`config.mk`:
```
export PLATFORM = sky130hd
export DESIGN_NAME = btess_front
export DESIGN_NICKNAME = d
export VERILOG_FILES = /design/src/sv/btess_pkg.sv /design/src/sv/btess_front.sv
export SDC_FILE = /design/constraint.sdc
export NUM_CORES = 1
export LEC_CHECK = 0
export ABC_CLOCK_PERIOD_IN_PS = 4900
export BUFFER_PORTS_ARGS = -buffer_cell sky130_fd_sc_hd__buf_4
export CAP_MARGIN = 20
export CORE_AREA = 2 2 111 113
export DETAILED_ROUTE_END_ITERATION = 7
export DIE_AREA = 0 0 113 115
export GPL_TIMING_DRIVEN = 0
export PLACE_DENSITY = 0.72
export SLEW_MARGIN = 30
export SYNTH_ARGS = -nofsm -noshare
export SYNTH_HDL_FRONTEND = slang
export SYNTH_SLANG_ARGS = --single-unit
```
`constraint.sdc`:
```
create_clock -name clock -period 4.9 [get_ports clock]
set_input_delay 0.735 -clock clock [delete_from_list [all_inputs] [get_ports clock]]
set_output_delay 0.735 -clock clock [all_outputs]
set_load 0.01 [all_outputs]
```
`src/sv/btess_pkg.sv`:
```
`timescale 1ns / 1ps
// ----------------------------------------------------------------------------
// Bezier stroke tessellator package
// Shared types and constants of the tessellator: transaction payloads, the
// queued job record, the sequencer states and the multiplier schedule.
// ----------------------------------------------------------------------------
package btess_pkg;

   localparam int MAX_SEGMENTS    = 16;
   localparam int COORD_FRAC_BITS = 4;
   localparam int SCALE_SHIFT     = COORD_FRAC_BITS + 16;
   localparam int ACC_W           = 56;
   localparam int MUL_A_W         = 36;
   localparam int MUL_B_W         = 25;
   localparam int PROD_W          = MUL_A_W + MUL_B_W;
   localparam int DIV_N_W         = 41;
   localparam int DIV_D_W         = 25;
   localparam int SQ_W            = 50;
   localparam int SQ_ROOT_W       = SQ_W / 2;
   localparam int SQ_REM_W        = SQ_ROOT_W + 3;

   typedef struct packed {
      logic signed [15:0] p0_x;
      logic signed [15:0] p0_y;
      logic signed [15:0] p1_x;
      logic signed [15:0] p1_y;
      logic signed [15:0] p2_x;
      logic signed [15:0] p2_y;
      logic signed [15:0] p3_x;
      logic signed [15:0] p3_y;
      logic [7:0]         stroke_width;
      logic [4:0]         segment_count;
   } req_type;

   typedef struct packed {
      logic signed [15:0] vertex_x;
      logic signed [15:0] vertex_y;
      logic [31:0]        vertex_color;
      logic               last_vertex;
   } rsp_type;

   typedef struct packed {
      logic [7:0][15:0] points;
      logic [6:0]       half_width;
      logic [4:0]       seg_total;
   } job_type;

   typedef enum logic [3:0] {
      ST_IDLE,
      ST_TDIV,
      ST_MUL,
      ST_ABS,
      ST_SHIFT,
      ST_SQRT,
      ST_DIVX,
      ST_DIVY,
      ST_EMIT_L,
      ST_EMIT_R
   } back_state_type;

   typedef enum logic [4:0] {
      MUL_SS, MUL_ST, MUL_TT,
      MUL_W0, MUL_W1, MUL_W2, MUL_W3,
      MUL_BX0, MUL_BX1, MUL_BX2, MUL_BX3,
      MUL_BY0, MUL_BY1, MUL_BY2, MUL_BY3,
      MUL_DX0, MUL_DX1, MUL_DX2,
      MUL_DY0, MUL_DY1, MUL_DY2,
      MUL_SQX, MUL_SQY,
      MUL_OFX, MUL_OFY
   } mul_op_type;

endpackage

```
`src/sv/btess_front.sv`:
```
`timescale 1ns / 1ps
// ----------------------------------------------------------------------------
// Bezier stroke tessellator front end
// Accepts curve transactions, clamps the segment count, halves the stroke
// width and holds the resulting job in a register for the queue.
// ----------------------------------------------------------------------------
module btess_front (
   input  logic               clock,
   input  logic               reset,
   input  logic               req_valid,
   output logic               req_ready,
   input  btess_pkg::req_type req_data,
   output logic               job_valid,
   input  logic               job_ready,
   output btess_pkg::job_type job_data
);

   logic               valid_ff, valid_in;
   btess_pkg::job_type job_ff, job_in;
   logic               take;

   assign req_ready = !valid_ff || job_ready;
   assign take      = req_valid && req_ready;

   always_comb begin
      job_in = job_ff;
      valid_in = valid_ff;
      if (job_ready) begin
         valid_in = 1'b0;
      end
      if (take) begin
         valid_in = 1'b1;
         job_in.points = {req_data.p3_y, req_data.p3_x, req_data.p2_y, req_data.p2_x,
                          req_data.p1_y, req_data.p1_x, req_data.p0_y, req_data.p0_x};
         job_in.half_width = req_data.stroke_width[7:1];
         if (req_data.segment_count == 5'd0) begin
            job_in.seg_total = 5'd1;
         end else if (req_data.segment_count > 5'(btess_pkg::MAX_SEGMENTS)) begin
            job_in.seg_total = 5'(btess_pkg::MAX_SEGMENTS);
         end else begin
            job_in.seg_total = req_data.segment_count;
         end
      end
   end

   always_ff @(posedge clock) begin
      if (reset) begin
         valid_ff <= 1'b0;
      end else begin
         valid_ff <= valid_in;
      end
      job_ff <= job_in;
   end

   assign job_valid = valid_ff;
   assign job_data  = job_ff;

endmodule

```
==> results.md <==
* Post-layout minimum cycle time at 1890 ps
* Setup TNS at 0 ps
* Setup bufs post-CTS at 0
* Worst setup SP type: primary input
* Library cells used by synthesis at 12
* Seq/Total Area, Yosys at 0.977
* Peak supply drop at 0.260 mV
* Total CTS buffers at 17
* Outcome: complete, but fails checks
* Routed len/inst at 16.3 µm
* Flip-flop and latch count after synthesis at 141
* Largest fanout on the critical path at 3
* RSZ-0062 raised after global routing: false
* Post-Syn Area at 4320 µm²
* Initial antenna violation count at 0
* WP data required at 4160 ps
* Synth Net Count at 303
* Total track usage at 0.149
* Relative slew slack at 0.550
* Worst clock skew at 4.97 ps
* Finished Cell Area at 7290 µm²
* Number of DRC markers in iteration 0 at 184
* Hold Path Origin: reset
* Die width at 113 µm
* Crit-path max cell delay at 160 ps
* Num rows at 40
* Cell Chain, Critical Path: buf_4 -> nand2b_1 -> buf_4
* First-pass GRT wire length at 14100 µm
* Synth warn at 0
* Placed cell count at 590
* Vias at 2704
* Worst hold margin at 480 ps
* Crit. Startpoint: job_ready
* Insertion delay to the later sink of the worst-skew pair at 410 ps
* Setup crit end kind: primary output
* I/O Pins at 287
* Clock Tree Buf Depth at 2
* CTS sink count at 141
* Routability Congestion at 0.750
* Post-route setup slack at 3010 ps
* PortBufs at 285
* Leakage at 3.12 nW
* Post-place setup slack at 2630 ps
* Placeable Area at 11800 µm²
* Die H at 115 µm
* # DRC at 19
* Pwr/cell area at 410 nW/µm²
* H-tree levels at 4
* Remaining Overflow, GRT at 0
* Hold Crit Class: in -> reg
* Vias in the first global route at 2734
* CTS tree: built
* Initial Utilization at 0.366
* DRT Pass-1 Iters at 7
* ANT nets after route at 0
* Final hold vios at 0
* Root Driver: clkbuf_16
* Setup violations, final at 0
* Final Slew Violations at 0
* Layout Area Growth over Synthesis at 68.7%
* Mean Syn Cell Area at 27.7 µm²
* Max_cap viols at 0
* Vias per cell at 4.35
* Die ar. at 13000 µm²
* Placed standard-cell area at 6690 µm²
* WS Path Type: in -> out
* DRT Wirelength at 10100 µm
* Slowest stage cell, crit path: nand2b_1
* Peak Freq at 0.528 GHz
* Failing checks: DRC
* Final Non-Filler Cells at 622
* Most used cell, CP: buf_4
* Final period util at 0.386
* Fin nets at 609
* Antenna Cells at 0
* CTS clk-pin slew, worst paths at 50 ps
* Crit path DAT at 1160 ps
* Post-Synthesis Cells at 156
* Post-CTS Resized at 0
* Dpl hpwl at 7660 µm
* Share of cells above drive strength 1 at 0.672
* Worst Tran Pin Value at 674 ps
* Hold-fix buffers, CTS at 0
* Reg2reg start: job_valid
* Largest net degree at the start of global routing at 50
where the power goes:
part | internal, W | leakage [nW] | switching [W] | total (W)
sequential | 0.00141 | 1.36 | 0.0000183 | 0.00143
combinational | 0.000156 | 1.45 | 0.000111 | 0.000267
clock | 0.000843 | 0.300 | 0.000452 | 0.00130
metrics by stage:
step | total power [W] | util
3_5_place_dp | 0.00173 | 0.566
3_3_place_gp | 0.00173 | 0.563
5_1_grt | 0.00309 | 0.617
4_1_cts | 0.00303 | 0.617
6_report | 0.00299 | 0.617
2_1_floorplan | 0.00153 | -
cells by family after synthesis:
group,synth area share
DFF,0.977
and+or+nand+nor,0.0119
buffers and inverters,0.00260
AOI/OAI and AO/OA,0.00289
adders and majority gates,0.00579
critical path, delay by kind of cell:
family                 cells  cell delay [ps]
AND/OR/NAND/NOR            1              160
buffers and inverters      2              270
synth_stat cells:
library cell / count / area [µm²]
or4_4: 1 / 11.3
nor2_1: 2 / 7.51
and2_2: 1 / 7.51
and2_1: 3 / 18.8
nand2b_1: 1 / 6.26
a21o_1: 1 / 7.51
a21oi_1: 1 / 5.00
ha_1: 2 / 25.0
inv_2: 1 / 3.75
inv_1: 2 / 7.51
dfxtp_1: 1 / 20.0
edfxtp_1: 140 / 4200
flip-flops by register name, indices dropped and copies added, names as in the netlist:
| name | flops |
|---|---|
| job_valid | 1 |
| job_data | 140 |
placed cells by master, fill, tap and decap left out:
cell | Yosys | final
buf_4 | 0 | 285
edfxtp_1 | 140 | 140
clkbuf_16 | 0 | 17
clkinv_2 | 0 | 5
bufinv_16 | 0 | 4
clkinv_1 | 0 | 3
inv_1 | 2 | 2
and2_1 | 3 | 2
nor2_1 | 2 | 2
ha_1 | 2 | 2
buf_12 | 0 | 2
nand2b_1 | 1 | 1
and2_4 | 0 | 1
or4_4 | 1 | 1
inv_2 | 1 | 1
a21o_1 | 1 | 1
and2_2 | 1 | 1
a21oi_1 | 1 | 1
clkbuf_1 | 0 | 1
clkinv_4 | 0 | 1
inv_6 | 0 | 1
dfxtp_1 | 1 | 1
routing by layer:
layer / wire, µm / GRT usage / vias up / part of all wire
met1: 3370 / 0.156 / 1260 / 0.33
met2: 5150 / 0.238 / 177 / 0.51
met3: 1290 / 0.0828 / 25 / 0.13
met5: 0 / 0 / - / 0
met4: 316 / 0.0862 / 0 / 0.031
li1: - / - / 1242 / -
final timing paths:
kind	end	slack, ps	depth (start not counted)
setup / recovery	req_ready	3010	3
hold / removal	job_valid	480	2
setup reg to reg	job_data[117]	3180	3
hold reg to reg	job_valid	540	2
cell type report:
| class | count | area (µm²) |
|---|---|---|
| repair buffers | 287 | 2180 |
| multi-input cells | 12 | 91.3 |
| fillers | 876 | 4520 |
| well taps | 147 | 184 |
| clock inverters | 14 | 174 |
| flip-flops and latches | 141 | 4220 |
| inverters | 3 | 11.3 |
| clock buffers | 18 | 429 |
(Power assumes the default switching activity.)
