===== src/sv/btess_pkg.sv =====
`timescale 1ns / 1ps
// ----------------------------------------------------------------------------
// Bezier stroke tessellator package
// Shared types and constants of the tessellator: transaction payloads, the
// queued job record, the sequencer states and the multiplier schedule.
// ----------------------------------------------------------------------------
package btess_pkg;

   localparam int MAX_SEGMENTS    = 16;
   localparam int COORD_FRAC_BITS = 4;
   localparam int SCALE_SHIFT     = COORD_FRAC_BITS + 16;
   localparam int ACC_W           = 56;
   localparam int MUL_A_W         = 36;
   localparam int MUL_B_W         = 25;
   localparam int PROD_W          = MUL_A_W + MUL_B_W;
   localparam int DIV_N_W         = 41;
   localparam int DIV_D_W         = 25;
   localparam int SQ_W            = 50;
   localparam int SQ_ROOT_W       = SQ_W / 2;
   localparam int SQ_REM_W        = SQ_ROOT_W + 3;

   typedef struct packed {
      logic signed [15:0] p0_x;
      logic signed [15:0] p0_y;
      logic signed [15:0] p1_x;
      logic signed [15:0] p1_y;
      logic signed [15:0] p2_x;
      logic signed [15:0] p2_y;
      logic signed [15:0] p3_x;
      logic signed [15:0] p3_y;
      logic [7:0]         stroke_width;
      logic [4:0]         segment_count;
   } req_type;

   typedef struct packed {
      logic signed [15:0] vertex_x;
      logic signed [15:0] vertex_y;
      logic [31:0]        vertex_color;
      logic               last_vertex;
   } rsp_type;

   typedef struct packed {
      logic [7:0][15:0] points;
      logic [6:0]       half_width;
      logic [4:0]       seg_total;
   } job_type;

   typedef enum logic [3:0] {
      ST_IDLE,
      ST_TDIV,
      ST_MUL,
      ST_ABS,
      ST_SHIFT,
      ST_SQRT,
      ST_DIVX,
      ST_DIVY,
      ST_EMIT_L,
      ST_EMIT_R
   } back_state_type;

   typedef enum logic [4:0] {
      MUL_SS, MUL_ST, MUL_TT,
      MUL_W0, MUL_W1, MUL_W2, MUL_W3,
      MUL_BX0, MUL_BX1, MUL_BX2, MUL_BX3,
      MUL_BY0, MUL_BY1, MUL_BY2, MUL_BY3,
      MUL_DX0, MUL_DX1, MUL_DX2,
      MUL_DY0, MUL_DY1, MUL_DY2,
      MUL_SQX, MUL_SQY,
      MUL_OFX, MUL_OFY
   } mul_op_type;

endpackage


===== src/sv/btess_fifo.sv =====
`timescale 1ns / 1ps
// ----------------------------------------------------------------------------
// Bezier stroke tessellator job queue
// Two-entry queue that decouples the front end from the evaluation engine.
// ----------------------------------------------------------------------------
module btess_fifo (
   input  logic               clock,
   input  logic               reset,
   input  logic               in_valid,
   output logic               in_ready,
   input  btess_pkg::job_type in_data,
   output logic               out_valid,
   input  logic               out_ready,
   output btess_pkg::job_type out_data
);

   btess_pkg::job_type mem_ff [2];
   logic       wr_ptr_ff, rd_ptr_ff;
   logic [1:0] count_ff;
   logic       push, pop;

   assign in_ready  = count_ff != 2'd2;
   assign out_valid = count_ff != 2'd0;
   assign push      = in_valid && in_ready;
   assign pop       = out_valid && out_ready;
   assign out_data  = mem_ff[rd_ptr_ff];

   always_ff @(posedge clock) begin
      if (reset) begin
         wr_ptr_ff <= 1'b0;
         rd_ptr_ff <= 1'b0;
         count_ff  <= 2'd0;
      end else begin
         if (push) begin
            wr_ptr_ff <= !wr_ptr_ff;
         end
         if (pop) begin
            rd_ptr_ff <= !rd_ptr_ff;
         end
         count_ff <= count_ff + 2'(push) - 2'(pop);
      end
      if (push) begin
         mem_ff[wr_ptr_ff] <= in_data;
      end
   end

   assert property (@(posedge clock) disable iff (reset) count_ff <= 2'd2)
      else $error("Job queue count out of range.");
   assert property (@(posedge clock) disable iff (reset)
      (push && !pop) |=> (count_ff == $past(count_ff) + 2'd1))
      else $error("Job queue count did not follow a push.");
   assert property (@(posedge clock) disable iff (reset)
      (count_ff == 2'd0) |-> (wr_ptr_ff == rd_ptr_ff))
      else $error("Job queue pointers differ while empty.");

endmodule


===== config.mk =====
export PLATFORM = sky130hd
export DESIGN_NAME = btess_fifo
export DESIGN_NICKNAME = d
export VERILOG_FILES = /design/src/sv/btess_pkg.sv /design/src/sv/btess_fifo.sv
export SDC_FILE = /design/constraint.sdc
export NUM_CORES = 1
export LEC_CHECK = 0
export ABC_AREA = 1
export BUFFER_PORTS_ARGS = -buffer_cell sky130_fd_sc_hd__buf_2
export CAP_MARGIN = 20
export CORE_MARGIN = 2
export CORE_UTILIZATION = 50
export CTS_CLUSTER_SIZE = 12
export DETAILED_ROUTE_END_ITERATION = 8
export PLACE_DENSITY = 0.81
export SETUP_SLACK_MARGIN = 0.4
export SYNTH_ARGS = -nofsm -noshare
export SYNTH_HDL_FRONTEND = slang
export SYNTH_SLANG_ARGS = --single-unit

===== constraint.sdc =====
create_clock -name clock -period 9.4 [get_ports clock]
set_input_delay 0.47 -clock clock [delete_from_list [all_inputs] [get_ports clock]]
set_output_delay 0.47 -clock clock [all_outputs]
set_load 0.005 [all_outputs]

==> results of run 1 <==
## cell usage after synthesis, drive strengths merged
cell type	n	area share
edfxtp	280	0.78
mux2	140	0.18
buf	16	0.015
nor2	9	0.0031
inv	8	0.0028
nand2	8	0.0028
dfxtp	5	0.0093
a21oi	2	0.00093
ha	1	0.0012
nand3	1	0.00046
nor3	1	0.00046
xnor2	1	0.00081
## worst reg2reg max path, delay by kind of cell (launching register included)
kind | cells | cell delay, ns
flip-flops | 1 | 0.36
buffers and inverters | 2 | 0.80
AND/OR/NAND/NOR | 3 | 0.45
## metal layers
layer,vias up,GRT usage,routed length [um]
met3,43,0.0458,1500
met5,-,0,13
met4,2,0.0519,598
met2,218,0.292,10100
li1,2462,-,-
met1,2590,0.185,7100
## sequential cells by signal, indices dropped and copies added (netlist names), named ones only
register   flops
count_ff       2
rd_ptr_ff      1
wr_ptr_ff      1
mem_ff       280
## power groups by stage
stage / Clock, mW / Sequential, mW / Combinational, mW
final: 0.996 / 1.67 / 0.792
after global routing: 1.07 / 1.69 / 0.860
after CTS: 1.02 / 1.68 / 0.809
after detailed placement: 0 / 1.70 / 0.805
after global placement: 0 / 1.69 / 0.794
after floorplan: 0 / 1.71 / 0.536
## cell type report
type / instances / share of cell area
diodes: 3 / 0.000566
flip-flops and latches: 285 / 0.642
clock inverters: 7 / 0.00227
multi-input cells: 163 / 0.156
clock buffers: 40 / 0.0594
well taps: 275 / 0.0260
repair buffers: 291 / 0.111
inverters: 8 / 0.00227
## final timing paths
path | startpoint | end | slack (ns) | cells past startpoint
worst max-delay path | flip-flop | out_data[9] | 6.35 | 3
worst min-delay path | in_data[139] | mem_ff[1][139] | 0.13 | 1
worst max register to register | count_ff[0] | mem_ff[0][53] | 7.31 | 5
worst min register to register | rd_ptr_ff | flip-flop | 0.52 | 2
## cells by family after synthesis
group / share of synthesized area
AO/OA/AOI/OAI: 0.000931
XOR/XNOR: 0.000815
adder cells (fa/ha/maj): 0.00116
buffers and inverters: 0.0176
flip-flops: 0.791
multiplexers: 0.182
AND/OR/NAND/NOR: 0.00686
==> results.toml, run 1 <==
[clock_tree]
cts.htree.levels = 1
cts_resized = 0
root_buffer = "clkbuf_16"
cts_num_sinks = 285
clkTransAtPathRegs_ns = 0.06
cts-buffers-inserted = 29
cts_tree = "done"
postCtsHoldBufs = 0
postCtsSetupRepairBufs = 0
clkLatencyLatePin_ns = 0.52
cts_buffer_depth = 3

[routing]
wl_um = 19300
vias = 5315
route.detailed.drc = 0
first_pass_iters = 4
routed_via_density = 4.96
drt_iter0_drc = 241
wl_per_cell_um = 18.0
drtAntennaViolNets = 0

[setup_path]
crit_family = "buffers and inverters"
cp.arrival_ns = 2.58
start_kind = "flip-flop"
critical_path_class = "reg2out"
cp_slowest_cell = "buf_4"
crit_required_ns = 8.93
max_stage_delay_ns = 0.78
cp_max_fo = 59
cp_num_buf_inv = 2
crit_chain = "buf_4 > mux2_2 > buf_2"
cp-end-kind = "output port"

[sta]
setup_violations = 0
fin_crit_sh = 0.325
whs_ns = 0.132
fmax_mhz = 327
skew_ns = 0.00804
fin_tns_setup_ns = 0
drv_slew = 0
hold_violations = 0
relSlewSlack = 0.316
period_needed_ns = 3.05
fin_ws_ns = 6.35
grt_setup_unrepaired = "false"
tightest_slew_ns = 1.03

[global_route]
grt_max_degree = 77
grt.total_usage = 0.162
grt_antenna_before_repair = 3
grt_overflow = 0
first_global_vias = 5545
grt_pass1_wl_um = 28400

[power]
internal_power_mw = 2.62
power.share.clock = 0.287
leakage_nw = 5.16
pwr-share-seq = 0.484
total_power_mw = 3.46
swShare = 0.244
power_frac_comb = 0.229
powerDensity_mw_per_mm2 = 261
switchingPower_mw = 0.845
ir_drop_uv = 177

[min_path]
hold_path_class = "in2reg"

[final_layout]
nets = 923
layout_common_cells = "buf_2, edfxtp_1, mux2_4, mux2_2, clkbuf_16"
multiInputGateArea_mm2 = 0.00207
design_area_mm2 = 0.0133
final_cell_count_no_fill = 1072
drive_above_1_share = 0.589
final_common_cell = "buf_2"
fillers = 1531
seq_area_mm2 = 0.00851
syn2layout_area_growth_pct = 23.2
postLayoutCoreUtil = 0.629

[synthesis]
ys_types = 15
syn_nets = 617
yosysWarnings = 0
syn-cell-area_mm2 = 0.0108
ys_ff_latch = 285
avgSynthCellArea_um2 = 22.8
synth_seq_area_share = 0.791
synthCells = 472

[job]
cap_violations = 0

[place]
portBuffers = 285
dp_slack_ns = 6.86
hpwl_um = 12900
placed_area_mm2 = 0.0124
place.gp.congestion = 0.742
dp_cells = 1022

[die]
start_util = 0.510
fp.dieW_um = 151
num_rows = 53
core_area_mm2 = 0.0211
dieHeight_um = 151
io_pins = 286
dieArea_mm2 = 0.0227

[status]
status = "finished, final reports clean"
No activity file was read; power rests on OpenSTA's default activity.
==> inputs of run 2 (changes only) <==
--- a/config.mk
+++ b/config.mk
@@ -5,14 +5,14 @@
 export SDC_FILE = /design/constraint.sdc
 export NUM_CORES = 1
 export LEC_CHECK = 0
-export ABC_AREA = 1
+export ABC_AREA = 0
 export BUFFER_PORTS_ARGS = -buffer_cell sky130_fd_sc_hd__buf_2
 export CAP_MARGIN = 20
 export CORE_MARGIN = 2
-export CORE_UTILIZATION = 50
+export CORE_UTILIZATION = 47
 export CTS_CLUSTER_SIZE = 12
 export DETAILED_ROUTE_END_ITERATION = 8
-export PLACE_DENSITY = 0.81
+export PLACE_DENSITY = 0.8
 export SETUP_SLACK_MARGIN = 0.4
 export SYNTH_ARGS = -nofsm -noshare
 export SYNTH_HDL_FRONTEND = slang
==> constraint.sdc (replaced) <==
create_clock -name clock -period 2.65 [get_ports clock]
set_input_delay 0.1325 -clock clock [delete_from_list [all_inputs] [get_ports clock]]
set_output_delay 0.1325 -clock clock [all_outputs]
set_load 0.005 [all_outputs]
==> run 2 against run 1 <==
Critical path depth is the same. Final area grew 12%. Clock power grew to 3.6 times the previous value. Global-route usage grew 1.8 points. First-iteration DRC count grew 15%. Synthesized cell count shrank 1.5%. Largest cell class unchanged. Setup slack lost 5.7 ns. Die area grew 6.3%. Combinational power grew to 3.4 times the previous value. Highest routed layer is now met4. Cell count grew 14%. Sequential power grew to 3.4 times the previous value.
==> results.toml, run 2 <==
[sta]
fin_tns_setup_ns = 0
relSlewSlack = 0.660
period_needed_ns = 2.05
fmax_mhz = 488
hold_violations = 0
fin_ws_ns = 0.599
tightest_slew_ns = 0.510
setup_violations = 0
whs_ns = 0.0274
grt_setup_unrepaired = "false"
drv_slew = 0
skew_ns = 0.0170
fin_crit_sh = 0.774

[clock_tree]
cts_buffer_depth = 3
cts-buffers-inserted = 29
cts.htree.levels = 1
clkLatencyLatePin_ns = 0.54
cts_tree = "done"
clkTransAtPathRegs_ns = 0.06
cts_num_sinks = 285
root_buffer = "clkbuf_16"

[global_route]
first_global_vias = 6395
grt_pass1_wl_um = 33700
grt_max_degree = 61
grt_overflow = 0
grt_antenna_before_repair = 0
grt.total_usage = 0.180

[synthesis]
synth-edff-count = 280
ys_async_sr_fraction = 0
synth_common_cells = "edfxtp_1, mux2_4, mux2_2"
ys_types = 25
syn_nets = 610
synth.most_common_cell = "edfxtp_1"
synth_ff_type = "edfxtp_1"
synth_top_area_share = 0.781
ys_ff_latch = 285
yosysWarnings = 0
synthCells = 465
syn-cell-area_mm2 = 0.0108
synth.area.top_cells = "edfxtp_1, mux2_4, mux2_2, buf_6, dfxtp_1"
synth_top_cell_by_area = "edfxtp_1"
avgSynthCellArea_um2 = 23.2
synth_seq_area_share = 0.790

[min_path]
worstHoldPathCells = 4
min_from = "out_ready"
hold_path_class = "in2reg"

[final_layout]
syn2layout_area_growth_pct = 38.4
postLayoutCoreUtil = 0.660
largest_register_ffs = 280
nets = 1071
fillers = 1470
layout_common_cells = "buf_2, edfxtp_1, dlygate4sd3_1, mux2_4, mux2_2"
diodes = 0
design_area_mm2 = 0.0149
drive_above_1_share = 0.518
regMostFlops = "mem_ff"
reg_top3 = "mem_ff x280, count_ff x2"
final_common_cell = "buf_2"

[routing]
wl_per_cell_um = 18.4
drtAntennaViolNets = 0
routed_via_density = 4.91
vias = 6022
first_pass_iters = 4
wl_um = 22600
drt_iter0_drc = 277
route.detailed.drc = 0

[die]
dieArea_mm2 = 0.0241
fp.dieW_um = 155
dieHeight_um = 155
io_pins = 286
start_util = 0.477
core_area_mm2 = 0.0226
num_rows = 55

[setup_path]
cp.arrival_ns = 1.92
reg2reg_depth = 3
rrSetupSlack_ns = 0.89
critical_path_class = "reg2out"
reg2reg_from = "count_ff[0]"
crit_chain = "buf_4 > mux2_2 > buf_2"
cp_num_buf_inv = 2
cp_max_fo = 16
crit_required_ns = 2.52
cp_slowest_cell = "dfxtp_4"
r2r_end = "mem_ff[1][75]"
start_kind = "flip-flop"
max_stage_delay_ns = 0.57
cp-end-kind = "output port"
crit_family = "flip-flops"

[power]
power.share.clock = 0.299
swShare = 0.241
leakage_nw = 5.82
internal_power_mw = 8.98
powerDensity_mw_per_mm2 = 794
switchingPower_mw = 2.86
pwr-share-seq = 0.476
ir_drop_uv = 577
power_frac_comb = 0.225

[job]
cap_violations = 0

[status]
status = "finished, final reports clean"

[place]
placed_area_mm2 = 0.0127
place.gp.congestion = 0.767
portBuffers = 285
hpwl_um = 13200
dp_slack_ns = 0.889
run 2: per-stage QoR:
stage	instances	total power, mW
2_1_floorplan	465	7.23
6_report	1226	11.8
3_3_place_gp	1037	8.12
4_1_cts	1226	11.9
5_1_grt	1226	12.3
3_5_place_dp	1037	8.17
run 2: power by group through the flow:
stage                     registers [mW]  logic [mW]  clock network [mW]
after floorplan                     5.68        1.55                   0
after global placement              5.73        2.39                   0
after detailed placement            5.76        2.41                   0
after CTS                           5.64        2.65                3.59
after global routing                5.68        2.84                3.76
final                               5.64        2.66                3.54
run 2: how the worst max path moves through the flow:
stage,from,end,slack [ns],cells after the start
after floorplan,count_ff[0],mem_ff[0][0],-0.44,3
after global placement,count_ff[0],mem_ff[1][106],0.91,3
after detailed placement,count_ff[0],mem_ff[1][19],0.89,3
after CTS,flip-flop,out_data[32],0.53,3
after global routing,flip-flop,out_data[15],0.50,3
final,flip-flop,out_data[32],0.60,3
run 2: layer usage:
metal,up-vias,share of wire,track usage
met3,50,0.071,0.0435
met1,2946,0.38,0.205
met4,0,0.024,0.0502
met5,-,0,0
met2,255,0.53,0.336
li1,2771,-,-
run 2: kinds of logic (layout without fill, tap and decap cells):
logic type | after synthesis | in the layout | synth area share
DFF | 285 | 285 | 0.790
muxes | 140 | 140 | 0.181
buffers and inverters | 17 | 493 | 0.0142
and+or+nand+nor | 15 | 15 | 0.00825
AOI/OAI and AO/OA | 6 | 6 | 0.00407
adders and majority gates | 1 | 1 | 0.00116
xor gates and xnor gates | 1 | 1 | 0.000814
run 2: tightest hold or removal path, delay by kind of cell:
| kind | cells | cell delay, ns |
|---|---|---|
| xor gates and xnor gates | 1 | 0.09 |
| and+or+nand+nor | 1 | 0.07 |
| buffers and inverters | 1 | 0.13 |
| AOI/OAI and AO/OA | 1 | 0.11 |
run 2: layout make-up:
| class | instances | area, um^2 | area share |
|---|---|---|---|
| Clock buffer | 37 | 756 | 0.0507 |
| Clock inverter | 9 | 42.5 | 0.00285 |
| Inverter | 1 | 7.51 | 0.000504 |
| Multi-Input combinational cell | 163 | 2120 | 0.142 |
| Sequential cell | 285 | 8510 | 0.571 |
| Tap cell | 285 | 357 | 0.0239 |
| Timing Repair Buffer | 446 | 3110 | 0.209 |
run 2: repair_timing:
item / CTS / global route
resized for setup: 0 / 0
buffers inserted: 1 / 0
hold endpoints to repair: 285 / 0
hold buffers: 142 / 0
setup endpoints to repair: 35 / 0
==> inputs of run 3 (changes only) <==
--- a/config.mk
+++ b/config.mk
@@ -5,14 +5,14 @@
 export SDC_FILE = /design/constraint.sdc
 export NUM_CORES = 1
 export LEC_CHECK = 0
-export ABC_AREA = 0
+export ABC_AREA = 1
 export BUFFER_PORTS_ARGS = -buffer_cell sky130_fd_sc_hd__buf_2
 export CAP_MARGIN = 20
 export CORE_MARGIN = 2
-export CORE_UTILIZATION = 47
+export CORE_UTILIZATION = 50
 export CTS_CLUSTER_SIZE = 12
 export DETAILED_ROUTE_END_ITERATION = 8
-export PLACE_DENSITY = 0.8
+export PLACE_DENSITY = 0.81
 export SETUP_SLACK_MARGIN = 0.4
 export SYNTH_ARGS = -nofsm -noshare
 export SYNTH_HDL_FRONTEND = slang
==> constraint.sdc (replaced) <==
create_clock -name clock -period 2.05 [get_ports clock]
set_input_delay 0.1025 -clock clock [delete_from_list [all_inputs] [get_ports clock]]
set_output_delay 0.1025 -clock clock [all_outputs]
set_load 0.005 [all_outputs]
==> run 3 against run 2 <==
Global-route usage is 1.9 points higher. Non-clock buffer count increased by 15. Core utilization rose by 5.7 points. Combinational power up 71%. Power increased by 43%. Wire length rose by 3.9%. Clock skew down 0.0089 ns. First-iteration DRC count shrank 10%.
==> results.toml, run 3 (synthesis results as in run 1) <==
[status]
status = "finished, final reports clean"

[routing]
drt_iter0_drc = 249
route.detailed.drc = 0
routed_via_density = 4.87
wl_per_cell_um = 18.9
first_pass_iters = 4
wl_um = 23500
vias = 6047
drtAntennaViolNets = 0

[final_layout]
drive_above_1_share = 0.521
fillers = 1249
postLayoutCoreUtil = 0.717
layout_common_cells = "buf_2, edfxtp_1, dlygate4sd3_1, mux2_4, mux2_2"
reg_top3 = "mem_ff x280, count_ff x2"
final_common_cell = "buf_2"
nets = 1093
seq_area_mm2 = 0.00851
syn2layout_area_growth_pct = 40.6
largest_register_ffs = 280
design_area_mm2 = 0.0151
multiInputGateArea_mm2 = 0.00209
regMostFlops = "mem_ff"

[global_route]
grt_antenna_before_repair = 1
grt_pass1_wl_um = 34100
grt.total_usage = 0.199
grt_overflow = 0
first_global_vias = 6390
gr-usage-met2 = 0.369
grtUsageMet1 = 0.230
grt_use_met3 = 0.0482
grt_busiest_layer = "met2"
grt_max_degree = 53

[power]
leakage_nw = 5.96
total_power_mw = 16.9
powerDensity_mw_per_mm2 = 1120
ir_drop_uv = 818

[sta]
tightest_slew_ns = 0.324
relSlewSlack = 0.784
hold_violations = 0
fin_crit_sh = 0.890
setup_violations = 0
fmax_mhz = 548
skew_ns = 0.00804
drv_slew = 0
period_needed_ns = 1.83
grt_setup_unrepaired = "true"

[clock_tree]
clkLatencyLatePin_ns = 0.52
clkTransAtPathRegs_ns = 0.05
cts_tree = "done"
root_buffer = "clkbuf_16"
cts.htree.levels = 1
cts-buffers-inserted = 29
cts_num_sinks = 285
cts_buffer_depth = 3

[die]
num_rows = 53
start_util = 0.510
fp.dieW_um = 151
io_pins = 286
dieHeight_um = 151
dieArea_mm2 = 0.0227
core_area_mm2 = 0.0211

[setup_path]
start_kind = "flip-flop"
cp_slowest_cell = "dfxtp_4"
reg2reg_from = "count_ff[0]"
critical_path_class = "reg2out"
max_stage_delay_ns = 0.38
cp_max_fo = 13
path_common_cell = "buf_12"
cp-end-kind = "output port"
r2r_end = "mem_ff[1][68]"
reg2reg_depth = 5
rrSetupSlack_ns = 0.49
cp.arrival_ns = 1.72
crit_required_ns = 1.95
crit_chain = "buf_12 > buf_12 > mux2_2 > buf_2"

[min_path]
hold_path_class = "in2reg"
worstHoldPathCells = 6
min_to = "count_ff[1]"
min_from = "out_ready"

[place]
hpwl_um = 14300
portBuffers = 285
placed_area_mm2 = 0.0128
place.gp.congestion = 0.737

[job]
cap_violations = 0
==> run 3: layout make-up <==
cell class / instances / share of cell area
Sequential cell: 285 / 0.563
Clock inverter: 5 / 0.00339
Clock buffer: 43 / 0.0521
Antenna cell: 1 / 0.000165
Timing Repair Buffer: 461 / 0.218
Inverter: 8 / 0.00199
Tap cell: 275 / 0.0228
Multi-Input combinational cell: 163 / 0.138
==> run 3: power breakdown <==
part	switching [mW]	internal, mW	total, mW
combinational	2.00	2.53	4.54
clock	1.98	2.75	4.73
sequential	0.237	7.39	7.63
==> run 3: metal layers <==
| layer | vias up | share of wire |
|---|---|---|
| met5 | - | 0 |
| met4 | 0 | 0.016 |
| met3 | 31 | 0.072 |
| met2 | 249 | 0.53 |
| met1 | 2958 | 0.38 |
| li1 | 2809 | - |
==> run 3: worst max-delay path: cells and delay by family (launching register included) <==
kind	cells	cell delay (ns)
multiplexers	1	0.37
flip-flops	1	0.38
buffers and inverters	3	0.45
==> run 3: what timing repair did <==
| item | 4_1_cts | 5_1_grt |
|---|---|---|
| hold endpoints to repair | 285 | 0 |
| setup buffers | 6 | 4 |
| hold buffers | 142 | 0 |
| pin swaps | 0 | 1 |
| setup endpoints to repair | 135 | 141 |
| resized for setup | 2 | 2 |
==> run 3: worst max-delay path by stage <==
stage                      startpoint       endpoint  depth (start not counted)
final                       flip-flop   out_data[29]                          4
after global routing        flip-flop   out_data[29]                          4
after CTS                   flip-flop  out_data[130]                          4
after detailed placement  count_ff[1]    count_ff[1]                         10
after global placement    count_ff[1]    count_ff[1]                         10
after floorplan           count_ff[0]   mem_ff[1][0]                          4
==> run 3: metrics by stage <==
step,TNS [ns],instances,hold WS [ns],setup slack (ns)
6_report,0,1241,0.0461,0.225
5_1_grt,0,1240,0.127,0.181
3_3_place_gp,0,1040,0.290,0.389
2_1_floorplan,-270.77,472,0.166,-0.979
3_5_place_dp,0,1040,0.293,0.381
4_1_cts,0,1236,0.0127,0.202
